$ cat src/sv/linear_probe_hash_table_macros.svh
// Assertion macros for the linear probe hash table.
// Assumes signals named clock and reset in the including scope.
`ifndef LINEAR_PROBE_HASH_TABLE_MACROS_SVH
`define LINEAR_PROBE_HASH_TABLE_MACROS_SVH

// Property holds at every edge outside reset.
`define LPHT_ASSERT_ALWAYS(label, prop) \
   label: assert property (@(posedge clock) disable iff (reset) (prop)) \
      else $error("linear_probe_hash_table: check failed");

// Consequence holds in the same cycle as the condition.
`define LPHT_ASSERT_SAME(label, cond, prop) \
   label: assert property (@(posedge clock) disable iff (reset) (cond) |-> (prop)) \
      else $error("linear_probe_hash_table: check failed");

// Consequence holds in the cycle after the condition.
`define LPHT_ASSERT_NEXT(label, cond, prop) \
   label: assert property (@(posedge clock) disable iff (reset) (cond) |=> (prop)) \
      else $error("linear_probe_hash_table: check failed");

`endif

$ cat src/sv/lpht_pkg.sv
// Shared types and constants of the linear probe hash table.
// No dependencies.
package lpht_pkg;

   localparam int KEY_W       = 64;
   localparam int VALUE_W     = 64;
   localparam int HASH_W      = 32;
   localparam int REDUCE_BITS = 8;
   localparam int REDUCE_STEPS = HASH_W / REDUCE_BITS;

   localparam logic [1:0] CMD_LOOKUP = 2'd0;
   localparam logic [1:0] CMD_SET    = 2'd1;
   localparam logic [1:0] CMD_DELETE = 2'd2;

   typedef struct packed {
      logic [1:0]         cmd;
      logic [KEY_W-1:0]   key;
      logic [HASH_W-1:0]  key_hash;
      logic [VALUE_W-1:0] new_value;
   } req_type;

   typedef struct packed {
      logic               hit;
      logic [VALUE_W-1:0] read_value;
      logic               inserted_new;
      logic               status;
   } rsp_type;

   typedef struct packed {
      logic             occupied;
      logic             tombstone;
      logic [KEY_W-1:0] key;
   } slot_type;

   localparam int SLOT_W = $bits(slot_type);

   typedef enum logic [2:0] {
      ST_CLEAR,
      ST_IDLE,
      ST_REDUCE,
      ST_ISSUE,
      ST_PROBE,
      ST_DONE
   } state_type;

   typedef struct packed {
      logic clear_wr;
      logic load_req;
      logic reduce_step;
      logic issue;
      logic probe_step;
      logic commit;
   } dp_cmd_type;

   typedef struct packed {
      logic clear_last;
      logic reduce_last;
      logic probe_stop;
   } dp_stat_type;

endpackage

$ cat src/sv/lpht_ctrl.sv
// Controller of the linear probe hash table: clearing pass, hash reduction,
// probe and commit sequencing, result valid. Uses lpht_pkg.
module lpht_ctrl #(
   parameter int TABLE_SLOTS = 256
) (
   input  logic                  clock,
   input  logic                  reset,
   input  logic                  req_valid,
   output logic                  req_ready,
   output logic                  rsp_valid,
   input  logic                  rsp_ready,
   output lpht_pkg::dp_cmd_type  cmd,
   input  lpht_pkg::dp_stat_type stat
);

   localparam bit SLOTS_POW2 = ((TABLE_SLOTS & (TABLE_SLOTS - 1)) == 0);

   lpht_pkg::state_type state_ff;
   lpht_pkg::state_type state_in;
   logic                rsp_valid_ff;
   logic                rsp_valid_in;
   logic                out_free;

   assign out_free = !rsp_valid_ff || rsp_ready;

   always_comb begin
      state_in = state_ff;
      unique case (state_ff)
         lpht_pkg::ST_CLEAR: begin
            if (stat.clear_last) begin
               state_in = lpht_pkg::ST_IDLE;
            end
         end
         lpht_pkg::ST_IDLE: begin
            if (req_valid) begin
               state_in = SLOTS_POW2 ? lpht_pkg::ST_ISSUE : lpht_pkg::ST_REDUCE;
            end
         end
         lpht_pkg::ST_REDUCE: begin
            if (stat.reduce_last) begin
               state_in = lpht_pkg::ST_ISSUE;
            end
         end
         lpht_pkg::ST_ISSUE: begin
            state_in = lpht_pkg::ST_PROBE;
         end
         lpht_pkg::ST_PROBE: begin
            if (stat.probe_stop) begin
               state_in = lpht_pkg::ST_DONE;
            end
         end
         lpht_pkg::ST_DONE: begin
            if (out_free) begin
               state_in = lpht_pkg::ST_IDLE;
            end
         end
         default: begin
            state_in = lpht_pkg::ST_IDLE;
         end
      endcase
   end

   always_comb begin
      cmd       = '0;
      req_ready = 1'b0;
      unique case (state_ff)
         lpht_pkg::ST_CLEAR: begin
            cmd.clear_wr = 1'b1;
         end
         lpht_pkg::ST_IDLE: begin
            req_ready    = 1'b1;
            cmd.load_req = req_valid;
         end
         lpht_pkg::ST_REDUCE: begin
            cmd.reduce_step = 1'b1;
         end
         lpht_pkg::ST_ISSUE: begin
            cmd.issue = 1'b1;
         end
         lpht_pkg::ST_PROBE: begin
            cmd.probe_step = 1'b1;
         end
         lpht_pkg::ST_DONE: begin
            cmd.commit = out_free;
         end
         default: begin
         end
      endcase
   end

   assign rsp_valid_in = cmd.commit | (rsp_valid_ff & !rsp_ready);

   always_ff @(posedge clock) begin
      if (reset) begin
         state_ff     <= lpht_pkg::ST_CLEAR;
         rsp_valid_ff <= 1'b0;
      end else begin
         state_ff     <= state_in;
         rsp_valid_ff <= rsp_valid_in;
      end
   end

   assign rsp_valid = rsp_valid_ff;

endmodule

$ cat config.mk
export PLATFORM = sky130hd
export DESIGN_NAME = lpht_ctrl
export DESIGN_NICKNAME = d
export VERILOG_FILES = /design/src/sv/linear_probe_hash_table_macros.svh /design/src/sv/lpht_pkg.sv /design/src/sv/lpht_ctrl.sv
export SDC_FILE = /design/constraint.sdc
export NUM_CORES = 1
export LEC_CHECK = 0
export BUFFER_PORTS_ARGS = -buffer_cell sky130_fd_sc_hd__buf_2
export CORE_AREA = 2 2 39 41
export DETAILED_ROUTE_END_ITERATION = 12
export DIE_AREA = 0 0 41 43
export PLACE_DENSITY = 0.38
export SYNTH_ARGS = -nofsm -noshare
export SYNTH_HDL_FRONTEND = slang
export SYNTH_SLANG_ARGS = --single-unit
$ cat constraint.sdc
create_clock -name clock -period 2.34 [get_ports clock]
set_input_delay 0.351 -clock clock [delete_from_list [all_inputs] [get_ports clock]]
set_output_delay 0.351 -clock clock [all_outputs]
set_load 0.01 [all_outputs]
Word level (Yosys, flattened, before mapping)
Cells that the tools add are included.

Equality and inequality tests: 10. Mux-type cells: 13. Bitwise logic cells: 2. Reduce and logical (&&, ||, !) cells: 5.

Operators by type and width (count): $pmux 3 s6 (1); $mux 3 (5); $ne 2x2->1 const B (5); $mux 1 (7); $eq 3x2->1 const B (2); $eq 3x3->1 const B (2); $reduce_and 5->1 (1); $eq 3x1->1 const B (1); $logic_not 3->1 (1); $logic_not 1->1 (2); $and 1x1->1 (1); $logic_or 1x1->1 (1); $or 1x1->1 (1).

Register bits after elaboration: 4. Input port bits: 7.

Depth between registers and ports, before layout
Gate-level depths: netlist (run 1).

Depth in word-level cells: 4. Mapped depth: 4.

Worst setup path before layout (run 1)
No wires, ideal clock.

Path type: register to output. Start: register state_ff[0]. End: output cmd[3] (netlist bit). Arrival: 0.806 ns. Path slack: 1.183 ns. Cell stages (with the launch flop): 3. Cells stage by stage: dfxtp_1 buf_4 nor3b_1.

RTL lines: from (decl) (RTL line lpht_ctrl.sv:18) `lpht_pkg::state_type state_ff;`; from (signal assigned) (RTL line lpht_ctrl.sv:95) `state_ff <= lpht_pkg::ST_CLEAR;`; from (signal assigned) (RTL line lpht_ctrl.sv:98) `state_ff <= state_in;`; to (decl) (RTL line lpht_ctrl.sv:12) `output lpht_pkg::dp_cmd_type cmd,`.

Worst setup path in the final report (run 1)
Start: register state_ff[0]. End: output req_ready.

Word-level cells in the longest chain between the ends: 2.

RTL lines: $eq 3x1->1 (RTL line lpht_ctrl.sv:66) `unique case (state_ff)`; $mux 1 (RTL line lpht_ctrl.sv:66); to (decl) (RTL line lpht_ctrl.sv:9) `output logic req_ready,`.

Every way passes these cells.

==> results of run 1 <==
-- per-stage QoR --
step	util, %	hold WS (ns)
2_1_floorplan	-	0.417
3_3_place_gp	22.2	0.582
3_5_place_dp	22.2	0.578
4_1_cts	23.8	0.333
5_1_grt	23.8	0.337
6_report	23.8	0.338
-- synthesized netlist by cell type, drive strengths merged --
master | n | share of area, %
nor2 | 5 | 8.4
dfxtp | 4 | 36
nand2 | 3 | 5.0
a21oi | 2 | 4.5
and2b | 2 | 6.7
inv | 2 | 3.4
nor3 | 2 | 4.5
a221oi | 1 | 6.7
a31oi | 1 | 2.8
and2 | 1 | 2.8
and3 | 1 | 3.4
buf | 1 | 3.4
mux2i | 1 | 4.5
nor2b | 1 | 2.8
nor3b | 1 | 3.4
o21ai | 1 | 2.2
-- kinds of logic (layout without fill, tap and decap cells) --
logic type / count (synthesis) / after routing / share of synthesized area (%)
buf+inv: 3 / 19 / 6.71
compound gates: 5 / 5 / 16.2
flops: 4 / 4 / 35.8
mux: 1 / 1 / 4.47
simple gates: 16 / 16 / 36.9
-- state kept, by name (all words and copies together), names as in the netlist --
name / count
state_ff: 3
rsp_valid: 1
-- worst paths after layout --
path,startpoint,slack [ns],endpoint
setup / recovery,state_ff[0],0.84,req_ready
hold / removal,reset,0.34,state_ff[2]
setup reg to reg,state_ff[2],1.35,state_ff[0]
hold reg to reg,state_ff[0],0.59,state_ff[2]
-- cell type report --
cell class	instances	share of cell area [%]
clock buffers	3	6.84
flip-flops and latches	4	24.3
multi-input cells	22	39.2
repair buffers	14	21.3
well taps	16	6.08
inverters	2	2.28
-- where the power goes --
part | switching (uW) | internal (uW) | total (uW)
clock network | 24.1 | 57.1 | 81.1
registers | 6.61 | 72.4 | 79.0
logic | 18.5 | 18.8 | 37.3
total | 49.1 | 148 | 197
-- layer usage --
layer / track usage, % / vias up / wire length (um)
met2: 10.6 / 7 / 246
met4: 8.00 / 0 / 0
met3: 7.85 / 0 / 51
met1: 6.45 / 103 / 192
li1: - / 132 / -
met5: 0 / - / 0
==> flow_summary.toml, run 1 <==
[synthesis]
synth.distinct_cells = 16
seq_area_frac_synth_pct = 35.8
synthCells = 29
synth.ff_latch_count = 4
syn_nets = 36
ys_warn_count = 0
netlist_area_sq_um = 224
avgSynthCellArea_sq_um = 7.72

[place]
gp_congestion = 0.558
hpwl_um = 419
dp.cells = 58
pre_cts_ws_ns = 1.08
placed_cell_area_sq_um = 307
port_buffers = 14

[sta]
setup_ws_ns = 0.838
final_max_slew_viol_count = 0
worst_pin_slew_ns = 0.266
skew_ns = 0.00232
setup_viol = 0
maxSlewHeadroom_pct = 82.3
hold_viol = 0
rsz0062_at_grt = "no"
fin_crit_ns = 1.50
fin_tns_setup_ns = 0
post-route-period-util_pct = 64.2
fmax_ghz = 0.666

[min_path]
holdPathStages = 2
min_path_type = "in2reg"

[grt]
grt_pass1_wl_um = 828
grt.overflow.total = 0
grt_usage_pct = 8.14
grt_pass1_vias = 219
antenna_found_initial = 0
grt_max_degree = 10

[drt]
drt_pass1_iterations = 4
drc = 0
num_vias = 242
drt_wl_total_um = 489
avgRoutedWirePerCell_um = 8.02
ant_nets = 0
drtIter0Drc = 3
viasPerCell = 3.97

[worst_setup_path]
crit_path_end_kind = "output pin"
cp.required_ns = 1.99
r2r.worst_path.cells = 2
path_max_fanout = 9
crit_slowest_cell = "dfxtp_1"
cp_num_buf_inv = 2
path_depth = 3
cp-start-kind = "flop"
critPathTopFamily = "flip-flops"
slowest_delay_ns = 0.46
worstPathCellList = "inv_1 -> nor3_1 -> buf_2"
setup.worst_path.class = "reg2out"
cp.arrival_ns = 1.15

[cts]
cts_htree_levels = 1
ctsResizeCount = 0
cts_hold_buf = 0
cts-root-buf = "clkbuf_4"
clkTransAtPathRegs_ns = 0.04
cts_buffer_depth = 2
clock_sinks = 4
cts_tree = "done"
clkLatencyLatePin_ns = 0.23
postCtsSetupBuffers = 0
cts_buffers = 3

[floorplanning]
core_area_sq_um = 1380
core.rowCount = 14
die_y_um = 43
die-area_sq_um = 1760
initial_core_util_pct = 16.2
io-pin-count = 15
dieWidth_um = 41

[layout]
fillers = 168
fin_area_sq_um = 329
final_common_cell = "buf_2"
antenna_cells = 0
area_delta_synth_final_pct = 46.9
multi_input_area_sq_um = 129
final_cell_mix = "14 x buf_2, 5 x nor2_1, 4 x dfxtp_1"
layout-drive-gt1-share_pct = 42.2
regArea_sq_um = 80.1
nNetsFinal = 54
fin_cells = 61

[pwr]
p_leak_uw = 0.000175
power_uw = 197
ir_drop_mv = 0.173
power_density_nw_per_um2 = 600

[job]
drv_cap = 0

[run_status]
status = "complete, no violations"
No activity file was read; power rests on OpenSTA's default activity.
==> inputs of run 2 (changes only) <==
--- a/config.mk
+++ b/config.mk
@@ -5,11 +5,12 @@
 export SDC_FILE = /design/constraint.sdc
 export NUM_CORES = 1
 export LEC_CHECK = 0
+export ABC_AREA = 1
 export BUFFER_PORTS_ARGS = -buffer_cell sky130_fd_sc_hd__buf_2
 export CORE_AREA = 2 2 39 41
 export DETAILED_ROUTE_END_ITERATION = 12
 export DIE_AREA = 0 0 41 43
-export PLACE_DENSITY = 0.38
+export PLACE_DENSITY = 0.47
 export SYNTH_ARGS = -nofsm -noshare
 export SYNTH_HDL_FRONTEND = slang
 export SYNTH_SLANG_ARGS = --single-unit
==> constraint.sdc (replaced) <==
create_clock -name clock -period 1.51 [get_ports clock]
set_input_delay 0.2265 -clock clock [delete_from_list [all_inputs] [get_ports clock]]
set_output_delay 0.2265 -clock clock [all_outputs]
set_load 0.01 [all_outputs]
==> run 2 against run 1 <==
Against the previous run: routed wire length up 43%; clock skew is 0.0012 ns lower; synthesized area rose by 48%; non-clock buffer count is the same; critical path type unchanged; critical endpoint is now cmd[2]; count of clock-buffer cells in the layout did not move; highest routed layer is now met4; first-iteration DRC count is 33% higher; critical path depth stayed put; synthesized cell count up 86%.
==> flow_summary.toml, run 2 <==
[place]
gp_congestion = 0.671
hpwl_um = 600
placed_cell_area_sq_um = 422
dp.cells = 84
port_buffers = 14

[sta]
worst_pin_slew_ns = 0.291
setup_viol = 0
hold_viol = 0
rsz0062_at_grt = "no"
final_max_slew_viol_count = 0
fin_crit_ns = 1.40
maxSlewHeadroom_pct = 80.6
post-route-period-util_pct = 92.6
fmax_ghz = 0.715
skew_ns = 0.00110
fin_tns_setup_ns = 0

[layout]
largest_reg_flops = 3
final_common_cell = "buf_2"
nNetsFinal = 80
antenna_cells = 0
layout-drive-gt1-share_pct = 47.9
area_delta_synth_final_pct = 34.3
largest-register = "state_ff"
fin_cells = 87
final_cell_mix = "14 x buf_2, 13 x nor2_1, 9 x inv_1"
fin_area_sq_um = 445
fillers = 175

[drt]
num_vias = 370
drt_pass1_iterations = 4
viasPerCell = 4.25
avgRoutedWirePerCell_um = 8.01
ant_nets = 0
drtIter0Drc = 4
drt_wl_total_um = 697
drc = 0

[run_status]
status = "complete, no violations"

[synthesis]
netlist_area_sq_um = 332
synth.ff_latch_count = 4
synth_ff_type = "dfxtp_1"
synthArstFlopShare_pct = 0
ys_top_cells_by_count = "13 x nor2_1, 9 x inv_1"
yosysTopAreaCell = "dfxtp_1"
syn_nets = 61
synth_edf_count = 0
yosysTopAreaCellShare_pct = 24.2
yosysMostFrequentCell = "nor2_1"
synth.distinct_cells = 16
seq_area_frac_synth_pct = 24.2
avgSynthCellArea_sq_um = 6.14
synthCells = 54
synth_area_leaders = "dfxtp_1 24%, nor2_1 15%, inv_1 10%"
ys_warn_count = 0

[floorplanning]
io-pin-count = 15
die_y_um = 43
core.rowCount = 14
dieWidth_um = 41
core_area_sq_um = 1380
die-area_sq_um = 1760
initial_core_util_pct = 24.0

[cts]
cts_buffer_depth = 2
cts-root-buf = "clkbuf_4"
cts_htree_levels = 1
clock_sinks = 4
cts_tree = "done"
cts_hold_buf = 0
clkLatencyLatePin_ns = 0.23
clkTransAtPathRegs_ns = 0.04
postCtsSetupBuffers = 0
cts_buffers = 3

[worst_setup_path]
path_max_fanout = 7
crit_slowest_cell = "dfxtp_1"
r2r-start = "state_ff[2]"
endpoint = "cmd[2]"
cp-start-kind = "flop"
slowest_delay_ns = 0.48
r2r_end = "state_ff[2]"
startpoint = "state_ff[1]"
r2r.worst_path.cells = 7
cp.arrival_ns = 1.17
reg2reg_slack_ns = 0.32
setup.worst_path.class = "reg2out"
crit_path_end_kind = "output pin"
worstPathCellList = "inv_2 -> nor3_2 -> buf_2"
cp.required_ns = 1.28

[grt]
antenna_found_initial = 0
grt_usage_pct = 8.43
grt_pass1_wl_um = 986
grt_max_degree = 8
grt.overflow.total = 0
grt_pass1_vias = 272

[pwr]
power_density_nw_per_um2 = 1930
p_leak_uw = 0.000263
ir_drop_mv = 0.463

[job]
drv_cap = 0

[min_path]
worstHoldStart = "reset"
min_path_type = "in2reg"
-- run 2: cell count changes in the layout (fill, tap and decap cells not counted), moves of 3 or more --
cell     delta
inv_1       +7
inv_2       +3
nand2_2     +4
nand3_1     +4
nor2_1      +8
nor2_2      +4
-- run 2: worst min-delay path by stage --
stage	endpoint	slack [ns]	cells after the start
2_1_floorplan	rsp_valid	0.30	1
3_3_place_gp	rsp_valid	0.42	2
3_5_place_dp	rsp_valid	0.43	2
4_1_cts	rsp_valid	0.18	2
5_1_grt	rsp_valid	0.19	2
6_report	rsp_valid	0.18	2
-- run 2: repair_timing --
| item | CTS | global route |
|---|---|---|
| setup endpoints to repair | 0 | 1 |
| gates resized for setup | 0 | 1 |
| endpoints found under the hold margin | 0 | 0 |
-- run 2: layout make-up --
type	instances	area [sq um]	area share [%]
Clock buffer	3	22.5	5.06
Inverter	13	48.8	11.0
Multi-Input combinational cell	37	203	45.5
Sequential cell	4	81.3	18.3
Tap cell	16	20.0	4.49
Timing Repair Buffer	14	70.1	15.7
-- run 2: cells by family after synthesis --
kind of cell	count (synthesis)	share of synthesized area (%)
and+or+nand+nor	37	61.1
DFF	4	24.2
buffers and inverters	13	14.7
-- run 2: metal layers --
layer / wire [um] / up-vias / GRT usage (%) / part of all wire, %
met2: 344 / 7 / 14.1 / 49
met1: 311 / 159 / 8.68 / 45
met3: 24 / 2 / 1.57 / 3.4
met5: 0 / - / 0 / 0
met4: 17 / 0 / 6.00 / 2.4
li1: - / 202 / - / -
-- run 2: metrics by stage --
step                      worst slack, ns  hold WS, ns  power (uW)  utilization (%)
after CTS                          0.0678        0.180         872             32.1
after floorplan                     0.459        0.299         591                -
after global routing               0.0115        0.187         944             32.2
final                               0.111        0.181         860             32.2
after detailed placement            0.303        0.426         735             30.5
after global placement              0.273        0.424         735             30.5
-- run 2: worst max-delay path, delay by kind of cell (launching register included) --
family	cells	cell delay (ns)
flip-flops	1	0.48
AND/OR/NAND/NOR	1	0.20
buffers and inverters	2	0.26
-- run 2: report_power, final --
group          switching (uW)  internal (uW)
Clock                    43.7           88.9
Combinational             303            199
Sequential               76.9            148
Total                     424            436
